==> src/rtl/env_map_importance_cdf_defines.svh <==
// Assertion macros for the environment map importance CDF block.
`ifndef ENV_MAP_IMPORTANCE_CDF_DEFINES_SVH
`define ENV_MAP_IMPORTANCE_CDF_DEFINES_SVH
// Property that must hold at every clock edge outside reset.
`define EMIC_ASSERT(label, prop, msg) \
  label: assert property (@(posedge clk) disable iff (!rst_n) (prop)) else $error(msg);
// Implication whose consequent is checked in the following cycle.
`define EMIC_ASSERT_NEXT(label, pre, post, msg) \
  label: assert property (@(posedge clk) disable iff (!rst_n) (pre) |=> (post)) else $error(msg);
`endif

==> src/rtl/emic_pkg.sv <==
// Package of the environment map importance CDF block: constants and table functions.
package emic_pkg;
  localparam int DEF_MAX_WIDTH = 1024;
  localparam int DEF_MAX_HEIGHT = 512;
  localparam int DEF_SINE_DEPTH = 1024;
  localparam int ROW_SUM_W = 42;
  localparam int TOTAL_W = 51;
  localparam int CDF_W = 25;
  localparam int FRAC_BITS = 24;
  localparam logic [CDF_W-1:0] ONE_Q24 = 25'd16777216;

  localparam logic [1:0] CMD_PUSH = 2'd0;
  localparam logic [1:0] CMD_RD_COND = 2'd1;
  localparam logic [1:0] CMD_RD_MARG = 2'd2;
  localparam logic [1:0] CMD_RESTART = 2'd3;

  localparam logic [1:0] ST_OK = 2'd0;
  localparam logic [1:0] ST_NOT_LOADED = 2'd1;
  localparam logic [1:0] ST_RANGE = 2'd2;

  localparam logic CFG_WIDTH = 1'b0;
  localparam logic CFG_HEIGHT = 1'b1;

  // Unsigned quotient by shift and subtract, evaluated at elaboration only.
  function automatic longint unsigned udiv(input longint unsigned n,
                                           input longint unsigned d);
    longint unsigned q, r;
    q = 0;
    r = 0;
    for (int b = 63; b >= 0; b--) begin
      r = (r << 1) | ((n >> b) & 64'd1);
      q = q << 1;
      if (r >= d) begin
        r = r - d;
        q = q | 64'd1;
      end
    end
    return q;
  endfunction

  // Sine table entry, evaluated at elaboration only.
  function automatic logic [15:0] sine_entry(input int unsigned i, input int unsigned depth);
    longint unsigned j, x, t, s;
    j = i;
    if (2 * i + 1 > depth) j = depth - 1 - i;
    x = udiv(64'd3373259426 * (2 * j + 1), 2 * longint'(depth));
    t = x;
    s = x;
    for (int k = 1; k <= 5; k++) begin
      t = (((t * x) >> 30) * x) >> 30;
      t = udiv(t, (2 * k) * (2 * k + 1));
      if ((k & 1) == 1) s = s - t;
      else s = s + t;
    end
    s = (s + 8192) >> 14;
    return (s > 65535) ? 16'hFFFF : s[15:0];
  endfunction
endpackage

==> src/rtl/emic_div.sv <==
// Radix-2 restoring divider: 24-bit fraction of prefix/sum, one bit per cycle.
module emic_div import emic_pkg::*; (
  input  logic               clk,
  input  logic               rst_n,
  input  logic               start,
  input  logic [TOTAL_W-1:0] num,
  input  logic [TOTAL_W-1:0] den,
  output logic               done,
  output logic [CDF_W-1:0]   quo
);
  logic [TOTAL_W:0] rem_r, rem_nxt;
  logic [TOTAL_W-1:0] den_r;
  logic [CDF_W-1:0] quo_r, quo_nxt;
  logic [4:0] cnt_r, cnt_nxt;
  logic busy_r, busy_nxt, done_r, done_nxt;
  logic [TOTAL_W:0] sh;

  assign sh = {rem_r[TOTAL_W-1:0], 1'b0};

  always_comb begin
    rem_nxt = rem_r; quo_nxt = quo_r; cnt_nxt = cnt_r;
    busy_nxt = busy_r; done_nxt = 1'b0;
    if (start) begin
      rem_nxt = {1'b0, num};
      cnt_nxt = 5'd0;
      if (den == '0) begin
        quo_nxt = '0; done_nxt = 1'b1; busy_nxt = 1'b0;
      end else if (num >= den) begin
        quo_nxt = ONE_Q24; done_nxt = 1'b1; busy_nxt = 1'b0;
      end else begin
        quo_nxt = '0; busy_nxt = 1'b1;
      end
    end else if (busy_r) begin
      if (sh >= {1'b0, den_r}) begin
        rem_nxt = sh - {1'b0, den_r};
        quo_nxt = {quo_r[CDF_W-2:0], 1'b1};
      end else begin
        rem_nxt = sh;
        quo_nxt = {quo_r[CDF_W-2:0], 1'b0};
      end
      cnt_nxt = cnt_r + 5'd1;
      if (cnt_r == 5'(FRAC_BITS - 1)) begin
        busy_nxt = 1'b0; done_nxt = 1'b1;
      end
    end
  end

  always_ff @(posedge clk) begin
    if (!rst_n) begin
      busy_r <= 1'b0; done_r <= 1'b0; cnt_r <= '0;
    end else begin
      busy_r <= busy_nxt; done_r <= done_nxt; cnt_r <= cnt_nxt;
    end
    rem_r <= rem_nxt;
    quo_r <= quo_nxt;
    if (start) den_r <= den;
  end

  assign done = done_r;
  assign quo = quo_r;
endmodule

==> config.mk <==
export PLATFORM = sky130hd
export DESIGN_NAME = emic_div
export DESIGN_NICKNAME = d
export VERILOG_FILES = /design/src/rtl/env_map_importance_cdf_defines.svh /design/src/rtl/emic_pkg.sv /design/src/rtl/emic_div.sv
export SDC_FILE = /design/constraint.sdc
export NUM_CORES = 1
export LEC_CHECK = 0
export BUFFER_PORTS_ARGS = -buffer_cell sky130_fd_sc_hd__clkbuf_2
export CAP_MARGIN = 25
export CORE_MARGIN = 3
export CORE_UTILIZATION = 59
export CTS_CLUSTER_DIAMETER = 120
export DETAILED_ROUTE_END_ITERATION = 7
export PLACE_DENSITY = 0.81
export SLEW_MARGIN = 25
export SYNTH_ARGS = -nofsm -noshare
export SYNTH_HDL_FRONTEND = slang
export SYNTH_SLANG_ARGS = --single-unit
==> constraint.sdc <==
create_clock -name clk -period 4.5 [get_ports clk]
set_input_delay 1.125 -clock clk [delete_from_list [all_inputs] [get_ports clk]]
set_output_delay 1.125 -clock clk [all_outputs]
set_load 0.02 [all_outputs]
==> impl_metrics.json, run 1 <==
{
  "track_usage_pct": 29.17,
  "worst_slack_ps": 612.0,
  "hold-path-cell-count": 2,
  "die-area_sq_um": 18180,
  "rsz0062_at_grt": "no",
  "hpwl_mm": 19.69,
  "crit_family": "compound AO/OA/AOI/OAI gates",
  "antenna_cells": 0,
  "whs_ps": 542.4,
  "port_buffers": 130,
  "cts-root-buf": "clkbuf_16",
  "cts_tree": "yes",
  "drive_above_1_share_pct": 15.41,
  "crit_slowest_cell": "a2111oi_0",
  "crit_path_end_kind": "flip-flop",
  "syn-cell-area_sq_um": 9794,
  "wl_per_cell_microns": 18.57,
  "postSynthCellCount": 1063,
  "worst_slew_pin_slew_ps": 753.8,
  "fp.dieW_microns": 134.8,
  "arrival_ps": 4120,
  "path_cells": "ha_1 -> a21o_1 -> a31o_2 -> nor2_1 -> a21oi_1 -> buf_4 -> a2111oi_0 -> o21ai_0 -> o21a_1 -> a31oi_1 -> xor2_1 -> a221oi_1",
  "initial_core_util_pct": 60.99,
  "reg2regPathDepth": 12,
  "fillers": 1269,
  "peakVddDrop_mv": 0.2950,
  "cts.path.max_buffers": 2,
  "r2r-end": "rem_r[47]$_DFFE_PP_",
  "path_depth": 12,
  "drv_slew": 0,
  "crit_path_max_fanout": 6,
  "path_buf_inv": 1,
  "cts_max_level": 4,
  "leakage_nw": 5.191,
  "place_ws_ps": 291.9,
  "ys_seq_area_share_pct": 40.37,
  "dp_cells": 1378,
  "grt_max_degree": 58,
  "clock_latency_ps": 440,
  "status": "completed",
  "start_kind": "flip-flop",
  "hold_viol": 0,
  "gr-total-overflow": 0,
  "clock_sinks": 134,
  "antenna_found_initial": 0,
  "synth_cell_type_count": 67,
  "relSlewSlack_pct": 49.28,
  "drt-total-wl_mm": 26.18,
  "postSynth.asyncResetShare_pct": 0,
  "holdPathEnd": "cnt_r[1]$_SDFFE_PP0P_",
  "clock.fmax_mhz": 257.2,
  "hp-start": "cnt_r[1]$_SDFFE_PP0P_",
  "finalNetCount": 1390,
  "row_count": 46,
  "finClkSkew_ps": 16.23,
  "coreArea_sq_um": 16060,
  "layoutNonFillerInstCount": 1410,
  "r2r_setup_slack_ps": 610,
  "die_h_microns": 134.8,
  "path_class": "flip-flop to flip-flop",
  "syn_nets": 1272,
  "cts_setup_buffers": 0,
  "layout_commonest_cell": "clkbuf_2",
  "layout_common_cells": "clkbuf_2 (129), edfxtp_1 (127), inv_1 (116)",
  "ant_nets": 0,
  "synth_top_flop_cell": "edfxtp_1",
  "setup_violations": 0,
  "cap_violations": 0,
  "io_pins": 131,
  "min_path_type": "flip-flop to flip-flop",
  "numCtsBuffers": 17,
  "powerDensity_nw_per_um2": 464.6,
  "ys_seq_elements": 134,
  "drt_iter0_drc": 739,
  "area_delta_synth_final_pct": 14.82,
  "ctsResizeCount": 0,
  "finalCriticalPeriod_ps": 3888,
  "total_power_mw": 5.225,
  "finalSetupTns_ps": 0,
  "via_per_inst": 6.134,
  "drc": 0,
  "firstDrtPassIters": 5,
  "final_util_pct": 70.03,
  "grt_pass1_wl_mm": 41.96,
  "r2r-start": "rem_r[3]$_DFFE_PP_",
  "cts-hold-fix-buffers": 0,
  "synth-edff-count": 127,
  "placed_cell_area_sq_um": 10630,
  "gp_congestion": 0.9527,
  "final.period_utilization_pct": 86.40,
  "path_clk_slew_ps": 70,
  "slowest_delay_ps": 570,
  "cp.required_ps": 4730,
  "syn_area_per_cell_sq_um": 9.214,
  "dr_total_vias": 8649,
  "synth_warnings": 0,
  "fin_area_sq_um": 11250,
  "grt_pass1_vias": 8376
}
## worst max path at each step
| stage | slack, ps | startpoint | endpoint |
|---|---|---|---|
| global route | 400 | rem_r[0]$_DFFE_PP_ | rem_r[31]$_DFFE_PP_ |
| finish | 610 | rem_r[3]$_DFFE_PP_ | rem_r[47]$_DFFE_PP_ |
| global placement | 380 | den[28] | quo[24]$_DFFE_PP_ |
| CTS | 670 | rem_r[0]$_DFFE_PP_ | rem_r[31]$_DFFE_PP_ |
| floorplan | 1210 | rem_r[0]$_DFFE_PP_ | rem_r[23]$_DFFE_PP_ |
| detailed placement | 290 | den[28] | quo[24]$_DFFE_PP_ |
## worst reg2reg max path: stages (launching register included)
cell and delay (ps):
edfxtp_1 400, ha_1 390, a21o_1 220, a31o_2 230, nor2_1 210, a21oi_1 100
buf_4 160, a2111oi_0 570, o21ai_0 390, o21a_1 320, a31oi_1 240, xor2_1 120
a221oi_1 340
## power breakdown
group          total (mW)  leakage (nW)  switching (mW)  internal, mW
logic                2.08          3.57            1.25         0.836
registers            1.69          1.32          0.0970          1.60
clock network        1.45         0.296           0.652         0.798
## cells in the mapped netlist (2+ instances only)
library cell    n  area (sq um)
edfxtp_1      127          3814
inv_1         116         435.4
nand2_1       111         416.7
ha_1          103          1289
a21oi_1        87         435.4
nor2_1         69         259.0
a21o_1         48         360.4
o21ai_0        42         210.2
a31oi_1        34         212.7
clkbuf_1       33         123.9
xnor2_1        30         262.8
nor2b_1        29         181.4
nand4_1        27         168.9
nand3_1        20         100.1
xor2_1         18         157.7
nor4_1         16         100.1
nor3_1         14         70.07
and3_1         10         62.56
o21a_1          9         67.56
a211oi_1        7         52.55
a221oi_1        7         61.31
dfxtp_1         7         140.1
mux2i_1         7         70.07
a21boi_0        6         45.04
a2bb2oi_1       6         52.55
buf_2           6         30.03
o211ai_1        6         45.04
o21bai_1        6         45.04
a2111oi_0       5         43.79
a221o_1         4         40.04
o31ai_1         4         30.03
or3_1           4         25.02
and2_1          3         18.77
nand2b_1        3         18.77
a41oi_1         2         17.52
buf_4           2         15.01
o21ai_1         2         10.01
o221ai_1        2         17.52
o31a_1          2         17.52
or3b_1          2         17.52
## layer usage
layer	part of all wire, %	track usage, %	routed length, microns	vias to the layer above
met5	0	0	0	-
met1	43	40.26	11280	4054
met3	8.7	5.589	2281	54
li1	-	-	-	4102
met4	3.0	11.31	781	0
met2	45	45.83	11840	439
## registers in the layout (all words and copies together) (netlist names)
name and flops:
busy_r 1, den_r 51, cnt_r 5, done 1, quo 25, rem_r 51
## logic make-up (layout without fill, tap and decap cells)
group	after synthesis	in the layout	share of synthesized area [%]
buf+inv	160	291	6.362
compound gates	292	292	19.33
xor+xnor	48	48	4.292
fa+ha+maj	104	104	13.36
mux	7	7	0.7154
simple gates	318	318	15.57
flops	134	134	40.37
## layout make-up
cell class	instances	area [sq um]	share of cell area, %
inverter	117	439.2	3.905
multi-input combinational	769	5228	46.48
sequential	134	3954	35.16
clock buffer	17	425.4	3.783
clock inverter	15	186.4	1.658
tap	216	270.3	2.403
timing repair buffer	142	743.2	6.609
Note: power is estimated with default switching activity, not from simulation.
==> run 2: changes to the inputs <==
==> constraint.sdc (replaced) <==
create_clock -name clk -period 4.5 [get_ports clk]
set_input_delay 1.35 -clock clk [delete_from_list [all_inputs] [get_ports clk]]
set_output_delay 1.35 -clock clk [all_outputs]
set_load 0.02 [all_outputs]
==> impl_metrics.json, run 2 (synthesis results as in run 1) <==
{
  "layout_common_cells": "clkbuf_2 (129), edfxtp_1 (127), inv_1 (116)",
  "grt_pass1_wl_mm": 42.18,
  "cp.required_ps": 4660,
  "cts-hold-fix-buffers": 0,
  "coreArea_sq_um": 16060,
  "layout_commonest_cell": "clkbuf_2",
  "antenna_found_initial": 0,
  "hold_viol": 0,
  "worst_slew_pin_slew_ps": 661.7,
  "start_kind": "flip-flop",
  "placed_cell_area_sq_um": 10630,
  "cts-root-buf": "clkbuf_16",
  "finalCriticalPeriod_ps": 3896,
  "cts_max_level": 4,
  "finClkSkew_ps": 12.39,
  "row_count": 46,
  "finalNetCount": 1390,
  "cap_violations": 0,
  "startpoint": "rem_r[3]$_DFFE_PP_",
  "clock_latency_ps": 440,
  "cts.path.max_buffers": 2,
  "dp_cells": 1378,
  "antenna_cells": 0,
  "ctsResizeCount": 0,
  "powerDensity_nw_per_um2": 462.5,
  "firstDrtPassIters": 7,
  "place_ws_ps": 468.4,
  "grt_max_degree": 45,
  "port_buffers": 130,
  "crit_path_end_kind": "flip-flop",
  "drive_above_1_share_pct": 15.41,
  "cts_setup_buffers": 0,
  "total_power_mw": 5.197,
  "drt_iter0_drc": 900,
  "status": "completed",
  "clock_sinks": 134,
  "finalSetupTns_ps": 0,
  "path_clk_slew_ps": 70,
  "drc": 0,
  "wl_per_cell_microns": 18.65,
  "rsz0062_at_grt": "no",
  "leakage_nw": 5.186,
  "path_class": "flip-flop to flip-flop",
  "hp-start": "cnt_r[4]$_SDFFE_PP0P_",
  "area_delta_synth_final_pct": 14.73,
  "whs_ps": 513.4,
  "initial_core_util_pct": 60.99,
  "final.period_utilization_pct": 86.57,
  "layoutNonFillerInstCount": 1410,
  "setup_violations": 0,
  "crit_path_max_fanout": 6,
  "ant_nets": 0,
  "worst_slack_ps": 604.2,
  "fp.dieW_microns": 134.8,
  "drv_slew": 0,
  "cts_tree": "yes",
  "dr_total_vias": 8657,
  "final_util_pct": 69.98,
  "drt-total-wl_mm": 26.30,
  "relSlewSlack_pct": 54.75,
  "gp_congestion": 0.9736,
  "die-area_sq_um": 18180,
  "r2r-start": "rem_r[3]$_DFFE_PP_",
  "io_pins": 131,
  "hpwl_mm": 19.81,
  "fin_area_sq_um": 11240,
  "via_per_inst": 6.140,
  "arrival_ps": 4060,
  "die_h_microns": 134.8,
  "min_path_type": "flip-flop to flip-flop",
  "track_usage_pct": 29.55,
  "numCtsBuffers": 17,
  "peakVddDrop_mv": 0.3097,
  "grt_pass1_vias": 8318,
  "gr-total-overflow": 0,
  "clock.fmax_mhz": 256.7
}
[run 2: changes by cell type in the layout (fill, tap and decap cells not counted), sizes merged]
cell    before  now
bufinv       1    0
clkinv       6    5
inv        124  126
[run 2: cell type report]
type                            instances  area (sq um)
Clock buffer                           17         425.4
Fill cell                            1213          4821
Clock inverter                         15         177.7
Inverter                              117         439.2
Tap cell                              216         270.3
Timing Repair Buffer                  142         743.2
Sequential cell                       134          3954
Multi-Input combinational cell        769          5228
[run 2: critical path, stage by stage (launching register included)]
cell,delay [ps]
edfxtp_1,420
ha_1,400
a21o_1,220
a31o_2,240
nor2_1,210
a21oi_1,100
buf_4,160
a2111oi_0,600
o21ai_0,410
o21a_1,330
a31oi_1,210
xor2_1,200
a221oi_1,100
[run 2: path summary, 6_finish.rpt]
path	to	slack (ps)	cells after the start
max	rem_r[47]$_DFFE_PP_	600	12
min	cnt_r[4]$_SDFFE_PP0P_	510	2
max reg2reg	rem_r[47]$_DFFE_PP_	600	12
min reg2reg	cnt_r[4]$_SDFFE_PP0P_	510	2
[run 2: power breakdown]
group          switching (mW)  internal (mW)  total (mW)
clock                   0.669          0.750        1.42
sequential             0.0958           1.60        1.69
combinational            1.25          0.836        2.09
total                    2.02           3.18        5.20
[run 2: per-layer routing]
metal  up-vias  global-route usage [%]  part of all wire (%)
li1       4120                       -                     -
met2       399                   45.64                    45
met4         0                   11.09                   3.2
met1      4074                   41.77                    44
met3        64                   5.440                   8.6
met5         -                       0                     0
==> run 3: changes to the inputs <==
--- a/config.mk
+++ b/config.mk
@@ -10,6 +10,6 @@
 export CORE_MARGIN = 3
-export CORE_UTILIZATION = 59
+export CORE_UTILIZATION = 64
 export CTS_CLUSTER_DIAMETER = 120
 export DETAILED_ROUTE_END_ITERATION = 7
-export PLACE_DENSITY = 0.81
+export PLACE_DENSITY = 0.87
 export SLEW_MARGIN = 25
==> constraint.sdc (replaced) <==
create_clock -name clk -period 5 [get_ports clk]
set_input_delay 1.5 -clock clk [delete_from_list [all_inputs] [get_ports clk]]
set_output_delay 1.5 -clock clk [all_outputs]
set_load 0.01 [all_outputs]
==> impl_metrics.json, run 3 (synthesis results as in run 1) <==
{
  "finalNetCount": 1386,
  "regArea_sq_um": 3954,
  "worst_slew_pin_slew_ps": 905.4,
  "start_kind": "flip-flop",
  "min_path_type": "flip-flop to flip-flop",
  "arrival_ps": 4180,
  "pwr-share-comb_pct": 40.5,
  "crit_path_max_fanout": 35,
  "crit_slowest_cell": "fa_1",
  "whs_ps": 516.5,
  "path_cells": "fa_1 -> a21o_1 -> a221oi_1 -> o31a_1 -> or4_4 -> a21boi_2 -> nor2_2 -> o21ai_4 -> a211oi_4 -> buf_4 -> mux2i_1 -> o21ai_0",
  "cp.required_ps": 5150,
  "cap_violations": 0,
  "hold_viol": 0,
  "placed_cell_area_sq_um": 10560,
  "layout_commonest_cell": "clkbuf_2",
  "die_h_microns": 129.7,
  "die-area_sq_um": 16820,
  "status": "completed",
  "relSlewSlack_pct": 39.08,
  "dp_cells": 1342,
  "hp-start": "cnt_r[4]$_SDFFE_PP0P_",
  "cts_tree": "yes",
  "area_delta_synth_final_pct": 13.77,
  "finalSetupTns_ps": 0,
  "r2r-start": "rem_r[0]$_DFFE_PP_",
  "cts_max_level": 4,
  "drt-total-wl_mm": 26.47,
  "io_pins": 131,
  "drt_iter0_drc": 978,
  "track_usage_pct": 31.90,
  "rsz0062_at_grt": "no",
  "setup_violations": 0,
  "firstDrtPassIters": 6,
  "switching_share_pct": 38.45,
  "fillers": 1081,
  "port_buffers": 130,
  "peakVddDrop_mv": 0.2984,
  "clock_latency_ps": 430,
  "antenna_cells": 0,
  "p_seq_share_pct": 32.9,
  "finClkSkew_ps": 7.992,
  "antenna_found_initial": 0,
  "p_int_mw": 2.846,
  "ant_nets": 0,
  "drive_above_1_share_pct": 15.13,
  "drc": 0,
  "switchingPower_mw": 1.778,
  "clock_sinks": 134,
  "drv_slew": 0,
  "power.share.clock_pct": 26.7,
  "coreArea_sq_um": 14750,
  "layout_common_cells": "clkbuf_2 (129), edfxtp_1 (127), inv_1 (116)",
  "fin_area_sq_um": 11140,
  "leakage_nw": 5.154,
  "wl_per_cell_microns": 19.27,
  "via_per_inst": 6.360,
  "finalCriticalPeriod_ps": 4035,
  "numCtsBuffers": 17,
  "row_count": 44,
  "gr-total-overflow": 0,
  "cts.path.max_buffers": 2,
  "dr_total_vias": 8739,
  "r2r_setup_slack_ps": 960,
  "powerDensity_nw_per_um2": 415.0,
  "final.period_utilization_pct": 80.70,
  "grt_pass1_vias": 8333,
  "hold-path-cell-count": 2,
  "cts-root-buf": "clkbuf_16",
  "cts_setup_buffers": 0,
  "path_clk_slew_ps": 70,
  "path_class": "flip-flop to flip-flop",
  "r2r-end": "rem_r[1]$_DFFE_PP_",
  "multi_input_area_sq_um": 5228,
  "clock.fmax_mhz": 247.8,
  "ctsResizeCount": 0,
  "hpwl_mm": 19.68,
  "cts-hold-fix-buffers": 0,
  "layoutNonFillerInstCount": 1374,
  "reg2regPathDepth": 12,
  "crit_path_end_kind": "flip-flop",
  "fp.dieW_microns": 129.7,
  "initial_core_util_pct": 66.38,
  "gp_congestion": 0.9732,
  "slowest_delay_ps": 500,
  "holdPathEnd": "cnt_r[4]$_SDFFE_PP0P_",
  "grt_max_degree": 60,
  "grt_pass1_wl_mm": 41.64
}
[run 3: final cells by class]
| class | instances | area share (%) |
|---|---|---|
| inverters | 117 | 3.941 |
| clock buffers | 17 | 3.818 |
| flip-flops and latches | 134 | 35.48 |
| clock inverters | 15 | 1.381 |
| repair buffers | 138 | 6.400 |
| multi-input cells | 769 | 46.91 |
| well taps | 184 | 2.066 |
[run 3: worst max path at each step]
| stage | start | end | depth (start not counted) |
|---|---|---|---|
| floorplan | den[28] | quo[24]$_DFFE_PP_ | 12 |
| global placement | den[32] | quo[24]$_DFFE_PP_ | 13 |
| detailed placement | den[32] | quo[24]$_DFFE_PP_ | 13 |
| CTS | rem_r[0]$_DFFE_PP_ | rem_r[1]$_DFFE_PP_ | 12 |
| global route | rem_r[0]$_DFFE_PP_ | rem_r[1]$_DFFE_PP_ | 12 |
| finish | rem_r[0]$_DFFE_PP_ | rem_r[1]$_DFFE_PP_ | 12 |
[run 3: layer usage]
metal / GRT usage [%] / share of wire (%)
met3: 6.918 / 9.0
met1: 43.63 / 42
met2: 49.59 / 45
met5: 0 / 0
met4: 13.51 / 3.6
[run 3: power groups by stage]
stage	combinational (mW)	sequential, mW	clock [mW]
finish	1.87	1.52	1.23
global route	2.06	1.53	1.29
CTS	1.83	1.52	1.24
detailed placement	1.80	1.54	0
global placement	1.76	1.53	0
floorplan	1.36	1.52	0
[run 3: through the flow]
step / setup slack (ps) / total power, mW / utilization, %
floorplan: 1392 / 2.887 / -
detailed placement: 811.9 / 3.338 / 71.60
CTS: 1062 / 4.586 / 75.53
finish: 964.9 / 4.624 / 75.53
global route: 820.1 / 4.886 / 75.53
global placement: 956.0 / 3.295 / 71.60
[run 3: worst max-delay path, delay by kind of cell (launching register included)]
family	cells	cell delay, ps
muxes	1	260
AOI/OAI and AO/OA	7	1640
adders and majority gates	1	500
DFF	1	460
and+or+nand+nor	2	460
buffers and inverters	1	430
